--- config.mk ---
export PLATFORM = sky130hd
export DESIGN_NAME = pfde_front
export DESIGN_NICKNAME = d
export VERILOG_FILES = /design/src/design/pfde_pkg.sv /design/src/design/pfde_front.sv
export SDC_FILE = /design/constraint.sdc
export NUM_CORES = 1
export LEC_CHECK = 0
export ABC_AREA = 1
export BUFFER_PORTS_ARGS = -buffer_cell sky130_fd_sc_hd__buf_2
export CAP_MARGIN = 10
export CELL_PAD_IN_SITES_DETAIL_PLACEMENT = 1
export CELL_PAD_IN_SITES_GLOBAL_PLACEMENT = 2
export CORE_UTILIZATION = 16
export DETAILED_ROUTE_END_ITERATION = 10
export PLACE_DENSITY = 0.92
export SETUP_SLACK_MARGIN = 0.02
export SYNTH_ARGS = -nofsm -noshare
export SYNTH_HDL_FRONTEND = slang
export SYNTH_SLANG_ARGS = --single-unit
--- constraint.sdc ---
create_clock -name vclk -period 5.62
set_input_delay 0.562 -clock vclk [all_inputs]
set_output_delay 0.562 -clock vclk [all_outputs]
set_load 0.1 [all_outputs]
--- src/design/pfde_pkg.sv ---
// shared constants, types and helper functions of the page framebuffer draw engine
package pfde_pkg;

   localparam int SCREEN_WIDTH  = 128;
   localparam int SCREEN_HEIGHT = 64;
   localparam int PAGE_COUNT    = (SCREEN_HEIGHT + 7) / 8;
   localparam int STORE_BYTES   = SCREEN_WIDTH * PAGE_COUNT;

   localparam int ADDR_W  = $clog2(STORE_BYTES);
   localparam int COL_W   = $clog2(SCREEN_WIDTH);
   localparam int ROW_W   = $clog2(SCREEN_HEIGHT);
   localparam int PAGE_W  = (PAGE_COUNT > 1) ? $clog2(PAGE_COUNT) : 1;

   localparam int COORD_W    = 16;
   localparam int IDX_W      = 10;
   localparam int REQ_DATA_W = 80;
   localparam int REQ_USER_W = 3;
   localparam int RSP_DATA_W = 16;
   localparam int RSP_PAD_W  = RSP_DATA_W - 9;

   localparam int QUEUE_DEPTH = 2;
   localparam int QPTR_W      = (QUEUE_DEPTH > 1) ? $clog2(QUEUE_DEPTH) : 1;
   localparam int QCNT_W      = $clog2(QUEUE_DEPTH + 1);

   localparam logic [7:0] BYTE_ONES    = 8'hFF;
   localparam logic [2:0] PAGE_BIT_TOP = 3'd7;

   typedef enum logic [2:0] {
      OP_SET_PIXEL    = 3'd0,
      OP_GET_PIXEL    = 3'd1,
      OP_FILL_SCREEN  = 3'd2,
      OP_FILL_RECT    = 3'd3,
      OP_OUTLINE_RECT = 3'd4,
      OP_READ_BYTE    = 3'd5
   } opcode_type;

   typedef enum logic [2:0] {
      K_NONE,
      K_SPAN,
      K_OUTLINE,
      K_SCREEN,
      K_GET_PIXEL,
      K_GET_BYTE
   } kind_type;

   typedef enum logic [1:0] {
      PH_TOP,
      PH_BOTTOM,
      PH_LEFT,
      PH_RIGHT
   } phase_type;

   typedef enum logic [2:0] {
      B_CLEAR,
      B_IDLE,
      B_START,
      B_SPAN,
      B_DRAIN,
      B_SWEEP,
      B_READ,
      B_FINISH
   } back_state_type;

   typedef struct packed {
      kind_type            kind;
      logic [COL_W-1:0]    c0;
      logic [COL_W-1:0]    c1;
      logic [ROW_W-1:0]    r0;
      logic [ROW_W-1:0]    r1;
      logic                value;
      logic [ADDR_W-1:0]   addr;
   } entry_type;

   typedef struct packed {
      logic full;
      logic empty;
   } queue_status_type;

   typedef struct packed {
      logic clearing;
   } back_status_type;

   function automatic logic [COL_W-1:0] clamp_col(input logic signed [COORD_W-1:0] v);
      logic [COL_W-1:0] r;
      if (v < $signed(COORD_W'(0))) begin
         r = '0;
      end else if (v > $signed(COORD_W'(SCREEN_WIDTH - 1))) begin
         r = COL_W'(SCREEN_WIDTH - 1);
      end else begin
         r = v[COL_W-1:0];
      end
      return r;
   endfunction

   function automatic logic [ROW_W-1:0] clamp_row(input logic signed [COORD_W-1:0] v);
      logic [ROW_W-1:0] r;
      if (v < $signed(COORD_W'(0))) begin
         r = '0;
      end else if (v > $signed(COORD_W'(SCREEN_HEIGHT - 1))) begin
         r = ROW_W'(SCREEN_HEIGHT - 1);
      end else begin
         r = v[ROW_W-1:0];
      end
      return r;
   endfunction

   function automatic logic [PAGE_W-1:0] page_of(input logic [ROW_W-1:0] row);
      return PAGE_W'(row >> 3);
   endfunction

   function automatic logic [ADDR_W-1:0] byte_addr(input logic [COL_W-1:0] col,
                                                   input logic [PAGE_W-1:0] page);
      return ADDR_W'(col) + ADDR_W'(page) * ADDR_W'(SCREEN_WIDTH);
   endfunction

   function automatic logic [7:0] page_mask(input logic [2:0] lo, input logic [2:0] hi);
      return (BYTE_ONES << lo) & (BYTE_ONES >> (PAGE_BIT_TOP - hi));
   endfunction

endpackage

--- src/design/pfde_front.sv ---
// front end: accepts request items, clamps coordinates and classifies the work
module pfde_front import pfde_pkg::*; (
   input  logic                  req_tvalid,
   output logic                  req_tready,
   // col_a[15:0] col_b[31:16] row_a[47:32] row_b[63:48] draw_value[64] byte_index[74:65]
   input  logic [REQ_DATA_W-1:0] req_tdata,
   // opcode[2:0]
   input  logic [REQ_USER_W-1:0] req_tuser,
   input  queue_status_type      q_status,
   input  back_status_type       b_status,
   output logic                  push,
   output entry_type             push_entry
);

   logic signed [COORD_W-1:0] col_a;
   logic signed [COORD_W-1:0] col_b;
   logic signed [COORD_W-1:0] row_a;
   logic signed [COORD_W-1:0] row_b;
   logic                      draw_value;
   logic [IDX_W-1:0]          byte_index;
   logic [COL_W-1:0]          ca;
   logic [COL_W-1:0]          cb;
   logic [ROW_W-1:0]          ra;
   logic [ROW_W-1:0]          rb;
   logic                      pixel_on_screen;
   logic                      index_in_store;

   assign col_a      = $signed(req_tdata[15:0]);
   assign col_b      = $signed(req_tdata[31:16]);
   assign row_a      = $signed(req_tdata[47:32]);
   assign row_b      = $signed(req_tdata[63:48]);
   assign draw_value = req_tdata[64];
   assign byte_index = req_tdata[74:65];

   assign ca = clamp_col(col_a);
   assign cb = clamp_col(col_b);
   assign ra = clamp_row(row_a);
   assign rb = clamp_row(row_b);

   assign pixel_on_screen = !col_a[COORD_W-1] && !row_a[COORD_W-1]
                         && (col_a < $signed(COORD_W'(SCREEN_WIDTH)))
                         && (row_a < $signed(COORD_W'(SCREEN_HEIGHT)));
   assign index_in_store  = 32'(byte_index) < 32'(STORE_BYTES);

   assign req_tready = !q_status.full && !b_status.clearing;
   assign push       = req_tvalid && req_tready;

   always_comb begin
      push_entry.kind  = K_NONE;
      push_entry.c0    = (ca < cb) ? ca : cb;
      push_entry.c1    = (ca < cb) ? cb : ca;
      push_entry.r0    = (ra < rb) ? ra : rb;
      push_entry.r1    = (ra < rb) ? rb : ra;
      push_entry.value = draw_value;
      push_entry.addr  = ADDR_W'(byte_index);
      case (opcode_type'(req_tuser))
         OP_SET_PIXEL: begin
            push_entry.c0 = ca;
            push_entry.c1 = ca;
            push_entry.r0 = ra;
            push_entry.r1 = ra;
            if (pixel_on_screen) begin
               push_entry.kind = K_SPAN;
            end
         end
         OP_GET_PIXEL: begin
            push_entry.c0 = ca;
            push_entry.r0 = ra;
            if (pixel_on_screen) begin
               push_entry.kind = K_GET_PIXEL;
            end
         end
         OP_FILL_SCREEN: begin
            push_entry.kind = K_SCREEN;
         end
         OP_FILL_RECT: begin
            push_entry.kind = K_SPAN;
         end
         OP_OUTLINE_RECT: begin
            push_entry.kind = K_OUTLINE;
         end
         OP_READ_BYTE: begin
            if (index_in_store) begin
               push_entry.kind = K_GET_BYTE;
            end
         end
         default: begin
            push_entry.kind = K_NONE;
         end
      endcase
   end

endmodule

After elaboration in Yosys (flattened, before gate mapping)
Cells that the tools add are included.

word-level totals
  input bits = 87
  output and inout bits = 42
  memories kept = 0
  word-level logic and storage cells = 47
  memory bits (writable) = 0
  ROM bits = 0
  bits in latches = 0
  bits in registers = 0

operators by class
  reduce and logical (&&, ||, !) cells = 11
  equality and inequality tests = 5
  magnitude comparators = 12
  divide/modulo/power cells = 0
  multipliers = 0
  muxes and demuxes = 19
  shifts and indexed selects = 0
  $add $sub $neg = 0
  bitwise logic cells = 0

operator list
  operator                                                                        number
  16-bit by 1-bit less-than comparator with 1-bit output (second input constant)  4
  7-bit 2-to-1 mux                                                                8
  6-bit 2-to-1 mux                                                                8
  16-bit by 7-bit > comparator with 1-bit output (second input constant)          2
  16-bit by 8-bit > comparator with 1-bit output (second input constant)          2
  3-bit case mux with 6 select lines                                              1
  16-bit by 8-bit less-than comparator with 1-bit output (second input constant)  1
  16-bit by 9-bit less-than comparator with 1-bit output (second input constant)  1
  7-bit less-than comparator                                                      1
  3-bit by 2-bit == test with 1-bit output (second input constant)                2
  3-bit == test (second input constant)                                           2
  6-bit less-than comparator                                                      1
  1-bit logical AND                                                               5
  1-bit zero test                                                                 4
  3-bit by 1-bit == test with 1-bit output (second input constant)                1
  3-bit zero test                                                                 1
  3-bit 2-to-1 mux                                                                1
  2-bit OR reduction                                                              1
  1-bit 2-to-1 mux                                                                1

Depth between registers and ports, before layout
  depth after elaboration = 6
  depth in mapped cells = 15
  depth with buffers taken out = 15

Least setup slack after synthesis
OpenSTA, ideal clock, no wires.

  kind = input to output
  from = in req_tdata[15]
  to = out push_entry[23] (netlist bit)
  data arrival time = 3161 ps
  path buffers = 2
  stages on the path = 12
  required time = 5058 ps
  slack = 1897 ps
  cells stage by stage = buf_6 nor2_2 nand2_1 nor3_2 a21oi_1 ha_1 a21oi_1 nor2_1 a211oi_2 nand3_4 buf_6 o21ai_2

RTL lines
  what         RTL line          RTL
  from (decl)  pfde_front.sv:6   input logic [REQ_DATA_W-1:0] req_tdata,
  to (decl)    pfde_front.sv:12  output entry_type push_entry

==> results.yml <==
worst_setup_path:
  critical_path_class: "in -> out"
  crit_slowest_cell: "a211oi_2"
  cp.arrival_ps: 3730
  worst-path-buf-inv: 3
  required_ps: 5060
  cpMostUsedCell: "nand2_1"
  start_kind: "input pin"
  cp_cell_sequence: "buf_2, nor2_1, nand2_1, nor4_1, nor2_1, o21ai_1, inv_1, ha_1, nand2_1, nor2_1, a211oi_2, nand2_2, nand2_1, nand2_1, nand2_1, buf_2"
  crit_fanout: 8
  crit_path_end_kind: "output pin"
  crit_family: "simple AND/OR/NAND/NOR gates"
  slowest_delay_ps: 490
timing:
  fmax_mhz: 233
  fin_crit_sh_pct: 76.4
  slew_headroom_pct: 56.9
  setup_tns_ps: 0
  fin_crit_ps: 4290
  hold_violations: 0
  setup_violations: 0
  worst_pin_slew_ps: 646
  rsz0062_at_grt: "false"
  final_max_slew_viol_count: 0
min_path:
  hold_path.class: "in -> out"
  holdPathEnd: "push_entry[0]"
  min_from: "req_tdata[65]"
  holdPathStages: 0
layout:
  nClkBuffers: 0
  design.seq.count: 0
  layout-drive-gt1-share_pct: 38.1
  diodes: 0
  nets: 423
  syn2layout_area_growth_pct: 42.2
  regArea_um2: 0
clock_tree:
  post_cts_resized: 0
  ctsHoldBuffers: 0
  postCtsSetupRepairBufs: 0
drt:
  ant_nets: 0
  first_pass_iters: 4
  drt-initial-drc-count: 12
  vias_per_cell: 4.13
  drt_wl_total_um: 4580
  drcViolationCount: 0
  dr_total_vias: 1741
  wl_per_cell_um: 10.9
global_route:
  grt.overflow.total: 0
  antenna_found_initial: 0
  first_global_vias: 1855
  grt_max_degree: 17
  grtUsageTotal_pct: 11.3
  grt_first_pass_wirelength_um: 7910
die:
  die_area_um2: 8060
  std_cell_rows: 31
  fp.coreArea_um2: 7330
  initial_core_util_pct: 16.8
  ioPinCount: 129
  fp.dieW_um: 89.8
  die_h_um: 89.8
placed_design:
  gp_congestion: 0.765
  dp_hpwl_um: 4150
  io_buffers: 101
yosys:
  yosys_warnings: 0
  ys_types: 25
  synth_top_area_share_pct: 21.9
  synth.cell_area_um2: 1230
  synth_top_area_cell: "nand2_1"
  synth_seq_area_share_pct: 0
  avgSynthCellArea_um2: 5.22
  ys_top_cells_by_area: "nand2_1, ha_1, inv_1, nor2_1, buf_4"
  syn_inst: 236
  synth_fp_nets: 334
pwr:
  power_density_nw_per_um2: 207
  finalPower_uw: 363
  p_leak_uw: 0.00107
  ir_drop_mv: 0.0727
run:
  max-cap-violations: 0
outcome:
  status: "completed"
[placed cells by master, fill, tap and decap left out]
cell type | Yosys | final
nor3b_1 | 1 | 1
o21a_1 | 1 | 1
a211oi_2 | 2 | 2
nand3_4 | 1 | 1
a21oi_1 | 11 | 11
nand2_1 | 72 | 72
and2_1 | 1 | 1
nor3_2 | 1 | 1
nand3_1 | 11 | 11
o21ai_1 | 6 | 6
nor2_2 | 1 | 1
nor4_1 | 1 | 1
nor2_1 | 27 | 27
nand3b_1 | 6 | 6
clkinv_1 | 1 | 1
o21ai_2 | 7 | 7
buf_2 | 0 | 101
nand4_1 | 6 | 6
inv_1 | 34 | 34
nand2_2 | 8 | 8
ha_1 | 11 | 11
inv_2 | 2 | 2
o21ai_0 | 11 | 11
[synthesized netlist by cell type, types with 7 or more instances]
master and count:
nand3_1 11, o21ai_0 11, o21ai_2 7, nand2_2 8, a21oi_1 11, buf_4 11
nor2_1 27, nand2_1 72, inv_1 34, ha_1 11
[through the flow]
stage | utilization, % | area (um^2) | hold WS, ps | worst slack, ps | cells
finish | 23.9 | 1750 | 1120 | 1330 | 422
global route | 23.9 | 1750 | 1120 | 937 | 422
CTS | 23.9 | 1750 | 1120 | 1280 | 422
detailed placement | 23.9 | 1750 | 1120 | 1300 | 422
global placement | 23.9 | 1750 | 1120 | 1330 | 422
floorplan | - | 1230 | 1340 | 1900 | 236
[worst max-delay path by stage]
stage | startpoint | endpoint | slack, ps | depth (start not counted)
2_1_floorplan | req_tdata[15] | push_entry[23] | 1900 | 12
3_3_place_gp | req_tdata[47] | push_entry[19] | 1330 | 16
3_5_place_dp | req_tdata[47] | push_entry[19] | 1300 | 16
4_1_cts | req_tdata[47] | push_entry[19] | 1280 | 16
5_1_grt | req_tdata[47] | push_entry[17] | 940 | 16
6_report | req_tdata[47] | push_entry[19] | 1330 | 16
[report_power, final]
part           total, uW  switching (uW)  internal (uW)
registers              0               0              0
clock network          0               0              0
logic                363             294           68.6
total                363             294           68.6
[layout make-up]
cell class         instances  area (um^2)
well taps                 99          124
repair buffers           101          505
fillers                 1006         5580
multi-input cells        185          985
inverters                 37          139
[layer usage]
layer / wire length (um) / global-route usage, % / up-vias
met5: 0 / 0 / -
met4: 9 / 1.09 / 0
met3: 381 / 2.28 / 2
met2: 2320 / 22.9 / 67
met1: 1870 / 12.2 / 754
li1: - / - / 918
[cell families after synthesis]
family	synth area share (%)
fa+ha+maj	11.2
simple gates	49.7
buf+inv	20.1
compound gates	19.0
Power figures use the tool's default switching activity.
