--- src/design/pfde_pkg.sv ---
// shared constants, types and helper functions of the page framebuffer draw engine
package pfde_pkg;

   localparam int SCREEN_WIDTH  = 128;
   localparam int SCREEN_HEIGHT = 64;
   localparam int PAGE_COUNT    = (SCREEN_HEIGHT + 7) / 8;
   localparam int STORE_BYTES   = SCREEN_WIDTH * PAGE_COUNT;

   localparam int ADDR_W  = $clog2(STORE_BYTES);
   localparam int COL_W   = $clog2(SCREEN_WIDTH);
   localparam int ROW_W   = $clog2(SCREEN_HEIGHT);
   localparam int PAGE_W  = (PAGE_COUNT > 1) ? $clog2(PAGE_COUNT) : 1;

   localparam int COORD_W    = 16;
   localparam int IDX_W      = 10;
   localparam int REQ_DATA_W = 80;
   localparam int REQ_USER_W = 3;
   localparam int RSP_DATA_W = 16;
   localparam int RSP_PAD_W  = RSP_DATA_W - 9;

   localparam int QUEUE_DEPTH = 2;
   localparam int QPTR_W      = (QUEUE_DEPTH > 1) ? $clog2(QUEUE_DEPTH) : 1;
   localparam int QCNT_W      = $clog2(QUEUE_DEPTH + 1);

   localparam logic [7:0] BYTE_ONES    = 8'hFF;
   localparam logic [2:0] PAGE_BIT_TOP = 3'd7;

   typedef enum logic [2:0] {
      OP_SET_PIXEL    = 3'd0,
      OP_GET_PIXEL    = 3'd1,
      OP_FILL_SCREEN  = 3'd2,
      OP_FILL_RECT    = 3'd3,
      OP_OUTLINE_RECT = 3'd4,
      OP_READ_BYTE    = 3'd5
   } opcode_type;

   typedef enum logic [2:0] {
      K_NONE,
      K_SPAN,
      K_OUTLINE,
      K_SCREEN,
      K_GET_PIXEL,
      K_GET_BYTE
   } kind_type;

   typedef enum logic [1:0] {
      PH_TOP,
      PH_BOTTOM,
      PH_LEFT,
      PH_RIGHT
   } phase_type;

   typedef enum logic [2:0] {
      B_CLEAR,
      B_IDLE,
      B_START,
      B_SPAN,
      B_DRAIN,
      B_SWEEP,
      B_READ,
      B_FINISH
   } back_state_type;

   typedef struct packed {
      kind_type            kind;
      logic [COL_W-1:0]    c0;
      logic [COL_W-1:0]    c1;
      logic [ROW_W-1:0]    r0;
      logic [ROW_W-1:0]    r1;
      logic                value;
      logic [ADDR_W-1:0]   addr;
   } entry_type;

   typedef struct packed {
      logic full;
      logic empty;
   } queue_status_type;

   typedef struct packed {
      logic clearing;
   } back_status_type;

   function automatic logic [COL_W-1:0] clamp_col(input logic signed [COORD_W-1:0] v);
      logic [COL_W-1:0] r;
      if (v < $signed(COORD_W'(0))) begin
         r = '0;
      end else if (v > $signed(COORD_W'(SCREEN_WIDTH - 1))) begin
         r = COL_W'(SCREEN_WIDTH - 1);
      end else begin
         r = v[COL_W-1:0];
      end
      return r;
   endfunction

   function automatic logic [ROW_W-1:0] clamp_row(input logic signed [COORD_W-1:0] v);
      logic [ROW_W-1:0] r;
      if (v < $signed(COORD_W'(0))) begin
         r = '0;
      end else if (v > $signed(COORD_W'(SCREEN_HEIGHT - 1))) begin
         r = ROW_W'(SCREEN_HEIGHT - 1);
      end else begin
         r = v[ROW_W-1:0];
      end
      return r;
   endfunction

   function automatic logic [PAGE_W-1:0] page_of(input logic [ROW_W-1:0] row);
      return PAGE_W'(row >> 3);
   endfunction

   function automatic logic [ADDR_W-1:0] byte_addr(input logic [COL_W-1:0] col,
                                                   input logic [PAGE_W-1:0] page);
      return ADDR_W'(col) + ADDR_W'(page) * ADDR_W'(SCREEN_WIDTH);
   endfunction

   function automatic logic [7:0] page_mask(input logic [2:0] lo, input logic [2:0] hi);
      return (BYTE_ONES << lo) & (BYTE_ONES >> (PAGE_BIT_TOP - hi));
   endfunction

endpackage

--- src/design/pfde_queue.sv ---
// short work queue between the front end and the drawing back end
module pfde_queue import pfde_pkg::*; (
   input  logic             clock,
   input  logic             reset,
   input  logic             push,
   input  entry_type        push_entry,
   input  logic             pop,
   output entry_type        pop_entry,
   output queue_status_type status
);

   entry_type         slots_ff [QUEUE_DEPTH];
   logic [QPTR_W-1:0] wr_ptr_ff;
   logic [QPTR_W-1:0] wr_ptr_in;
   logic [QPTR_W-1:0] rd_ptr_ff;
   logic [QPTR_W-1:0] rd_ptr_in;
   logic [QCNT_W-1:0] count_ff;
   logic [QCNT_W-1:0] count_in;

   always_comb begin
      wr_ptr_in = wr_ptr_ff;
      rd_ptr_in = rd_ptr_ff;
      count_in  = count_ff;
      if (push) begin
         wr_ptr_in = (wr_ptr_ff == QPTR_W'(QUEUE_DEPTH - 1)) ? '0 : wr_ptr_ff + 1'b1;
      end
      if (pop) begin
         rd_ptr_in = (rd_ptr_ff == QPTR_W'(QUEUE_DEPTH - 1)) ? '0 : rd_ptr_ff + 1'b1;
      end
      if (push && !pop) begin
         count_in = count_ff + 1'b1;
      end else if (pop && !push) begin
         count_in = count_ff - 1'b1;
      end
   end

   always_ff @(posedge clock) begin
      if (reset) begin
         wr_ptr_ff <= '0;
         rd_ptr_ff <= '0;
         count_ff  <= '0;
      end else begin
         wr_ptr_ff <= wr_ptr_in;
         rd_ptr_ff <= rd_ptr_in;
         count_ff  <= count_in;
      end
   end

   always_ff @(posedge clock) begin
      if (push) begin
         slots_ff[wr_ptr_ff] <= push_entry;
      end
   end

   assign pop_entry    = slots_ff[rd_ptr_ff];
   assign status.full  = count_ff == QCNT_W'(QUEUE_DEPTH);
   assign status.empty = count_ff == '0;

endmodule

--- config.mk ---
export PLATFORM = sky130hd
export DESIGN_NAME = pfde_queue
export DESIGN_NICKNAME = d
export VERILOG_FILES = /design/src/design/pfde_pkg.sv /design/src/design/pfde_queue.sv
export SDC_FILE = /design/constraint.sdc
export NUM_CORES = 1
export LEC_CHECK = 0
export ABC_AREA = 1
export BUFFER_PORTS_ARGS = -buffer_cell sky130_fd_sc_hd__buf_2
export CELL_PAD_IN_SITES_DETAIL_PLACEMENT = 1
export CELL_PAD_IN_SITES_GLOBAL_PLACEMENT = 2
export CORE_MARGIN = 4
export CORE_UTILIZATION = 40
export DETAILED_ROUTE_END_ITERATION = 7
export MAX_ROUTING_LAYER = met4
export PLACE_DENSITY_LB_ADDON = 0.2
export SYNTH_ARGS = -nofsm -noshare
export SYNTH_HDL_FRONTEND = slang
export SYNTH_SLANG_ARGS = --single-unit
--- constraint.sdc ---
create_clock -name clock -period 4.52 [get_ports clock]
set_input_delay 1.13 -clock clock [delete_from_list [all_inputs] [get_ports clock]]
set_output_delay 1.13 -clock clock [all_outputs]
set_load 0.005 [all_outputs]
======== Word level (Yosys, flattened, before mapping) ========
Memories as Yosys holds them, arrays and structs flattened. A register that Yosys moved wholly into a read port is not among the register bits.
Cells that the tools add are included.
storage, ports and cells
  register bits ........................... 4
  bits in latches ......................... 0
  RAM bits ................................ 80
  memory bits (read-only) ................. 0
  output and inout bits ................... 42
  logic and storage cells ................. 23
  memories kept ........................... 1
memory list
  name      depth  bits a word  rd ports  clocked after memory_dff  wr ports  RTL line          source
  slots_ff  2      40           1         1                         1         pfde_queue.sv:12  entry_type slots_ff [QUEUE_DEPTH];
cells by class
  add/subtract/negate cells ............... 4
  multipliers ............................. 0
  divide/modulo/power cells ............... 0
  order comparisons ....................... 0
  equality and inequality tests ........... 1
  shift operators ......................... 0
  mux-type cells .......................... 8
  bitwise gates (word level) .............. 0
  reduce and logical (&&, ||, !) cells .... 6
operators by type and width
  cell                 count
  $mux 1               6
  $mux 2               2
  $add 1x1->1 const B  2
  $add 2x1->2 const B  1
  $eq 2x2->1 const B   1
  $logic_and 1x1->1    2
  $logic_not 1->1      2
  $logic_not 2->1      1
  $reduce_bool 2->1    1
  $sub 2x1->2 const B  1

======== Longest topological paths before layout ========
Gate-level depths: netlist (run 1).
  depth in word-level cells ............... 4
  depth in mapped cells ................... 8
  gate-level depth less buffers ........... 8

======== Least setup slack after synthesis (run 1) ========
No wires, ideal clock.
  kind .................................... input to register
  from .................................... input port push
  to ...................................... memory slots_ff[0][0] in the netlist's numbering (enable)
  data arrival time ....................... 2.853 ns
  slack ................................... 1.229 ns
  cell stages on the path ................. 2
  path buffers ............................ 0
  path through ............................ inv_1 -> nor2_1
on the way
  longest elaborated chain between the ends .. 2
ends and longest elaborated chain
  what                          RTL line          source
  start: declaration            pfde_queue.sv:5   input logic push,
  $mux 1                        pfde_queue.sv:50  if (push) begin
  $mux 1 (not written as such)  pfde_queue.sv:51  slots_ff[wr_ptr_ff] <= push_entry;
  end: declaration              pfde_queue.sv:12
Every way passes these cells.

==> results of run 1 <==
-- layer usage --
| metal | vias to the layer above | global-route usage, % | share of wire [%] |
|---|---|---|---|
| li1 | 782 | - | - |
| met1 | 804 | 14.7 | 41 |
| met2 | 52 | 22.1 | 51 |
| met3 | 10 | 3.33 | 6.2 |
| met4 | 0 | 8.06 | 1.7 |
| met5 | - | - | 0 |
-- cells in the mapped netlist --
master / instances
a21oi_1: 1
buf_6: 4
dfxtp_1: 5
edfxtp_1: 80
ha_1: 1
inv_1: 9
mux2_2: 40
nand2_1: 5
nand3_1: 1
nand4_1: 1
nor2_1: 7
nor3_1: 1
o21ai_0: 1
xnor2_1: 1
-- sequential cells by signal, indices dropped and copies added, names as in the netlist, named ones only --
| name | flops |
|---|---|
| slots_ff | 80 |
| rd_ptr_ff | 1 |
| count_ff | 2 |
| wr_ptr_ff | 1 |
-- worst max-delay path: stages (launching register included) --
cell and delay [ns]:
dfxtp_2 0.97, mux2_2 0.43, buf_2 0.13
-- how the worst max path moves through the flow --
stage                     startpoint                       end  slack [ns]
final                      flip-flop              pop_entry[0]        1.50
after global placement     flip-flop             pop_entry[39]        1.81
after detailed placement   flip-flop              pop_entry[0]        1.84
after floorplan                 push  slots_ff[0][0]$_DFFE_PP_        1.23
after global routing       flip-flop             pop_entry[33]        1.37
after CTS                  flip-flop              pop_entry[0]        1.43
-- stage by stage --
| stage | utilization (%) | hold WS [ns] | total power [uW] | area (um2) | instances |
|---|---|---|---|---|---|
| 2_1_floorplan | - | 0.480 | 1030 | 3120 | 157 |
| 3_3_place_gp | 49.2 | 0.496 | 1100 | 3640 | 338 |
| 3_5_place_dp | 49.2 | 0.527 | 1110 | 3640 | 338 |
| 4_1_cts | 52.1 | 0.557 | 1680 | 3860 | 354 |
| 5_1_grt | 52.1 | 0.566 | 1730 | 3860 | 354 |
| 6_report | 52.1 | 0.534 | 1650 | 3860 | 354 |
-- power breakdown --
group          internal [uW]  switching [uW]  leakage (uW)
sequential               908            24.8      0.000793
clock                    308             261      0.000107
combinational           82.1            66.5      0.000576
total                   1300             352       0.00148
-- final cells by class --
cell class,instances,area [um2]
clock buffers,9,124
well taps,99,124
fillers,722,3550
repair buffers,86,433
flip-flops and latches,85,2500
multi-input cells,59,551
inverters,9,33.8
clock inverters,7,90.1
-- logic make-up (layout without fill, tap and decap cells) --
kind of cell | after synthesis | in the layout
fa+ha+maj | 1 | 1
buf+inv | 13 | 111
simple gates | 15 | 15
compound gates | 2 | 2
xor+xnor | 1 | 1
mux | 40 | 40
flops | 85 | 85
==> results.sh, run 1 <==
export IMPL_run_status="complete, no violations"
export IMPL_setup_ws_ns=1.50
export IMPL_layout_commonest_cell="buf_2"
export IMPL_timing_fmax_mhz=331
export IMPL_post_drt_via_cell_ratio=4.66
export IMPL_pwr_dens_mw_per_mm2=428
export IMPL_detail_route_drc_violations=0
export IMPL_tritoncts="built"
export IMPL_first_global_vias=1744
export IMPL_totalNegativeSetupSlack_ns=0
export IMPL_grt_total_usage_pct=13.4
export IMPL_synthAdderAreaFrac_pct=0.400
export IMPL_rr_startpoint="wr_ptr_ff$_SDFFE_PP0P_"
export IMPL_grt_overflow_total=0
export IMPL_yosys_area_share_xor_xnor_pct=0.280
export IMPL_timing_hold_worst_endpoint="rd_ptr_ff$_SDFFE_PP0P_"
export IMPL_place_ws_ns=1.84
export IMPL_synthTopCellsByArea="edfxtp_1 77%, mux2_2 14%, dfxtp_1 3.2%, buf_6 1.4%, inv_1 1.1%"
export IMPL_layout_common_cells="85 x buf_2, 80 x edfxtp_1, 40 x mux2_2"
export IMPL_initial_core_util_pct=42.2
export IMPL_antenna_diode_count=0
export IMPL_netlist_area_mm2=0.00312
export IMPL_clock_sink_count=85
export IMPL_route_vias_total=1648
export IMPL_finalCritPeriodShare_pct=66.9
export IMPL_finalCriticalPeriod_ns=3.02
export IMPL_drt_iter0_markers=42
export IMPL_final_setup_skew_ns=0.00837
export IMPL_hold_buffers=0
export IMPL_irDropWorstVdd_v=0.000215
export IMPL_clock_network_latency_to_the_later_pin_of_the_worst_skew_pair_ns=0.35
export IMPL_htreeDepth=3
export IMPL_internal_reg_to_reg_setup_slack_ns=2.92
export IMPL_placement_rows=31
export IMPL_cts_resized_gates=0
export IMPL_reg2reg_depth=2
export IMPL_wl_um=5750
export IMPL_critical_path_endpoint_type="primary output"
export IMPL_synth_top_family_by_area="multiplexers"
export IMPL_synth_top_cell_area_share_pct=76.9
export IMPL_core_area_mm2=0.00741
export IMPL_synthesis_instances=157
export IMPL_grt_first_pass_wirelength_um=8560
export IMPL_grt_antenna_before_repair=0
export IMPL_syn_avg_cell_area_um2=19.9
export IMPL_place_detailed_hpwl_um=3850
export IMPL_timing_hold_violations_final=0
export IMPL_cts_root_buffer_cell="clkbuf_8"
export IMPL_drive_gt1_share_pct=56.5
export IMPL_gp_routability_congestion=0.714
export IMPL_worst_slew_pin_slew_ns=0.974
export IMPL_port_buffers=85
export IMPL_clock_buffer_count_from_cts=9
export IMPL_pin_count_of_the_biggest_net_entering_global_routing=42
export IMPL_worstHoldPathType="flip-flop to flip-flop"
export IMPL_rsz_0062_raised_after_global_routing="no"
export IMPL_required_ns=3.39
export IMPL_clock_pin_transition_on_the_worst_setup_and_hold_timing_paths_ns=0.08
export IMPL_io_pin_count=86
export IMPL_chipHeight_um=96.4
export IMPL_drt_pass1_iterations=4
export IMPL_netlist_top_cell_by_area="edfxtp_1"
export IMPL_drv_slew=0
export IMPL_clockBufferDepth=2
export IMPL_die_w_um=96.4
export IMPL_hold_start="rd_ptr_ff$_SDFFE_PP0P_"
export IMPL_share_of_the_yosys_chip_area_belonging_to_registers_pct=80.1
export IMPL_synth_cell_type_count=14
export IMPL_die_area_mm2=0.00929
export IMPL_post_synth_mux_area_share_pct=14.4
export IMPL_worstPathMaxFanout=40
export IMPL_synth_simple_gate_area_share_pct=1.96
export IMPL_antenna_violating_nets_post_route=0
export IMPL_synth_ff_latch_count=85
export IMPL_power_leakage_uw=0.00148
export IMPL_worstReg2RegEnd="slots_ff[0][26]$_DFFE_PP_"
export IMPL_ys_warnings_count=0
export IMPL_post_cts_repair_setup_buffers=0
export IMPL_worst_ep_arrival_time_ns=1.89
export IMPL_slew_headroom_pct=35.0
export IMPL_final_net_count=295
export IMPL_avgRoutedWirePerCell_um=16.2
export IMPL_maxCapViolCount=0
export IMPL_report_final_setup_viol=0
export IMPL_hold_path_cell_count=2
export IMPL_mappedNetlistNets=202
export IMPL_synth_compound_gate_area_share_pct=0.320
export IMPL_criticalPathCategory="flip-flop to primary output"
export IMPL_area_delta_synth_final_pct=23.5
export IMPL_startpoint_type="flip-flop"
Note: power is estimated with default switching activity, not from simulation.
==> run 2: changes to the inputs <==
--- a/config.mk
+++ b/config.mk
@@ -10,7 +10,7 @@
 export CELL_PAD_IN_SITES_DETAIL_PLACEMENT = 1
 export CELL_PAD_IN_SITES_GLOBAL_PLACEMENT = 2
 export CORE_MARGIN = 4
-export CORE_UTILIZATION = 40
+export CORE_UTILIZATION = 33
 export DETAILED_ROUTE_END_ITERATION = 7
 export MAX_ROUTING_LAYER = met4
 export PLACE_DENSITY_LB_ADDON = 0.2
==> constraint.sdc (replaced) <==
create_clock -name clock -period 2.6 [get_ports clock]
set_input_delay 0.65 -clock clock [delete_from_list [all_inputs] [get_ports clock]]
set_output_delay 0.65 -clock clock [all_outputs]
set_load 0.005 [all_outputs]
==> run 2 against run 1 <==
- worst setup slack worse by 1.2 ns
- critical endpoint is now pop_entry[7]
- global-route usage fell by 2.5 points
- clock skew down 0.0033 ns
- die area grew 19%
- non-clock buffer count rose by 4
- largest cell class unchanged
- cell count increased by 9.3%
==> results.sh, run 2 (same netlist as run 1, synthesis figures left out) <==
export IMPL_drv_slew=0
export IMPL_multi_input_area_um2=551
export IMPL_finalCritPeriodShare_pct=88.6
export IMPL_area_delta_synth_final_pct=26.0
export IMPL_grt_antenna_before_repair=0
export IMPL_htreeDepth=3
export IMPL_registers_top_by_ff_count="slots_ff"
export IMPL_required_ns=1.95
export IMPL_run_status="complete, no violations"
export IMPL_hold_buffers=0
export IMPL_avgRoutedWirePerCell_um=14.7
export IMPL_rsz_0062_raised_after_global_routing="no"
export IMPL_gp_routability_congestion=0.726
export IMPL_final_setup_skew_ns=0.00504
export IMPL_cp_slowest_cell="dfxtp_2"
export IMPL_antenna_violating_nets_post_route=0
export IMPL_timing_fmax_mhz=434
export IMPL_route_vias_total=1658
export IMPL_worst_ep_arrival_time_ns=1.65
export IMPL_layout_common_cells="85 x buf_2, 80 x edfxtp_1, 40 x mux2_2"
export IMPL_initial_core_util_pct=33.8
export IMPL_clock_buffer_count_from_cts=9
export IMPL_cts_root_buffer_cell="clkbuf_8"
export IMPL_maxCapViolCount=0
export IMPL_seq_area_mm2=0.00250
export IMPL_global_route_peak_usage_layer="met2"
export IMPL_antenna_diode_count=0
export IMPL_io_pin_count=86
export IMPL_max_reg_flops=80
export IMPL_grt_overflow_total=0
export IMPL_dp_cells=372
export IMPL_drt_iter0_markers=44
export IMPL_post_cts_repair_setup_buffers=0
export IMPL_drive_gt1_share_pct=57.0
export IMPL_post_drt_via_cell_ratio=4.28
export IMPL_slew_headroom_pct=77.1
export IMPL_grt_total_usage_pct=10.9
export IMPL_die_w_um=105
export IMPL_worstPathMaxFanout=28
export IMPL_core_area_mm2=0.00924
export IMPL_globalRouteMet3Util_pct=4.41
export IMPL_finalCriticalPeriod_ns=2.30
export IMPL_report_final_setup_viol=0
export IMPL_worstHoldPathType="input port to flip-flop"
export IMPL_clock_pin_transition_on_the_worst_setup_and_hold_timing_paths_ns=0.08
export IMPL_pin_count_of_the_biggest_net_entering_global_routing=29
export IMPL_cts_resized_gates=0
export IMPL_n_fill_cell=956
export IMPL_chipHeight_um=105
export IMPL_power_leakage_uw=0.00150
export IMPL_totalNegativeSetupSlack_ns=0
export IMPL_final_cells=387
export IMPL_clockBufferDepth=2
export IMPL_detail_route_drc_violations=0
export IMPL_criticalPathCategory="flip-flop to primary output"
export IMPL_clock_network_latency_to_the_later_pin_of_the_worst_skew_pair_ns=0.34
export IMPL_pwr_dens_mw_per_mm2=730
export IMPL_die_area_mm2=0.0111
export IMPL_cp_cell_instances="buf_12 > mux2_2 > buf_2"
export IMPL_global_route_usage_met2_pct=16.7
export IMPL_port_buffers=85
export IMPL_timing_critical_path_slowest_cell_delay_ns=0.54
export IMPL_wl_um=5700
export IMPL_place_detailed_hpwl_um=3900
export IMPL_top_flop_regs="slots_ff: 80 flops, count_ff: 2 flops"
export IMPL_startpoint_type="flip-flop"
export IMPL_final_net_count=299
export IMPL_placement_rows=35
export IMPL_tritoncts="built"
export IMPL_layout_commonest_cell="buf_2"
export IMPL_clock_sink_count=85
export IMPL_irDropWorstVdd_v=0.000243
export IMPL_first_global_vias=1745
export IMPL_worst_slew_pin_slew_ns=0.343
export IMPL_timing_hold_violations_final=0
export IMPL_drt_pass1_iterations=4
export IMPL_globalRouteMet1Util_pct=12.9
export IMPL_critical_path_endpoint_type="primary output"
export IMPL_grt_first_pass_wirelength_um=8890
-- run 2: cell types whose count changed in the layout (fill, tap and decap cells not counted), sizes merged --
cell    previous run  this run
buf               86        90
clkinv             4         3
-- run 2: final cells by class --
cell class	instances	area share (%)
clock buffers	9	3.15
clock inverters	6	2.26
inverters	9	0.858
multi-input cells	59	14.0
flip-flops and latches	85	63.6
well taps	129	4.10
repair buffers	90	12.1
-- run 2: worst paths after layout --
kind / start / endpoint / slack [ns] / cells past startpoint
setup / recovery: flip-flop / pop_entry[7] / 0.30 / 3
hold / removal: push_entry[7] / slots_ff[1][7]$_DFFE_PP_ / 0.49 / 1
setup reg to reg: wr_ptr_ff$_SDFFE_PP0P_ / slots_ff[1][22]$_DFFE_PP_ / 1.46 / 3
hold reg to reg: rd_ptr_ff$_SDFFE_PP0P_ / rd_ptr_ff$_SDFFE_PP0P_ / 0.52 / 2
-- run 2: per-layer routing --
metal / share of wire, % / up-vias
li1: - / 788
met2: 48 / 67
met1: 44 / 799
met3: 7.8 / 4
met5: 0 / -
met4: 0.70 / 0
-- run 2: worst max-delay path: cells and delay by family (launching register included) --
kind / cells / cell delay (ns)
multiplexers: 1 / 0.38
flip-flops: 1 / 0.54
buffers and inverters: 2 / 0.38
-- run 2: power breakdown --
part	internal (uW)	switching [uW]	total, uW
logic	152	136	288
clock network	536	448	984
registers	1580	25.6	1600
-- run 2: stage by stage --
stage | power (uW) | hold slack (ns) | setup slack [ns] | cell area (um2) | util, %
final | 2880 | 0.492 | 0.295 | 3940 | 42.6
after global routing | 3020 | 0.459 | 0.191 | 3940 | 42.6
after global placement | 1930 | 0.506 | 0.637 | 3720 | 40.3
after detailed placement | 1930 | 0.503 | 0.639 | 3720 | 40.3
after CTS | 2930 | 0.470 | 0.249 | 3940 | 42.6
after floorplan | 1790 | 0.480 | 0.475 | 3130 | -
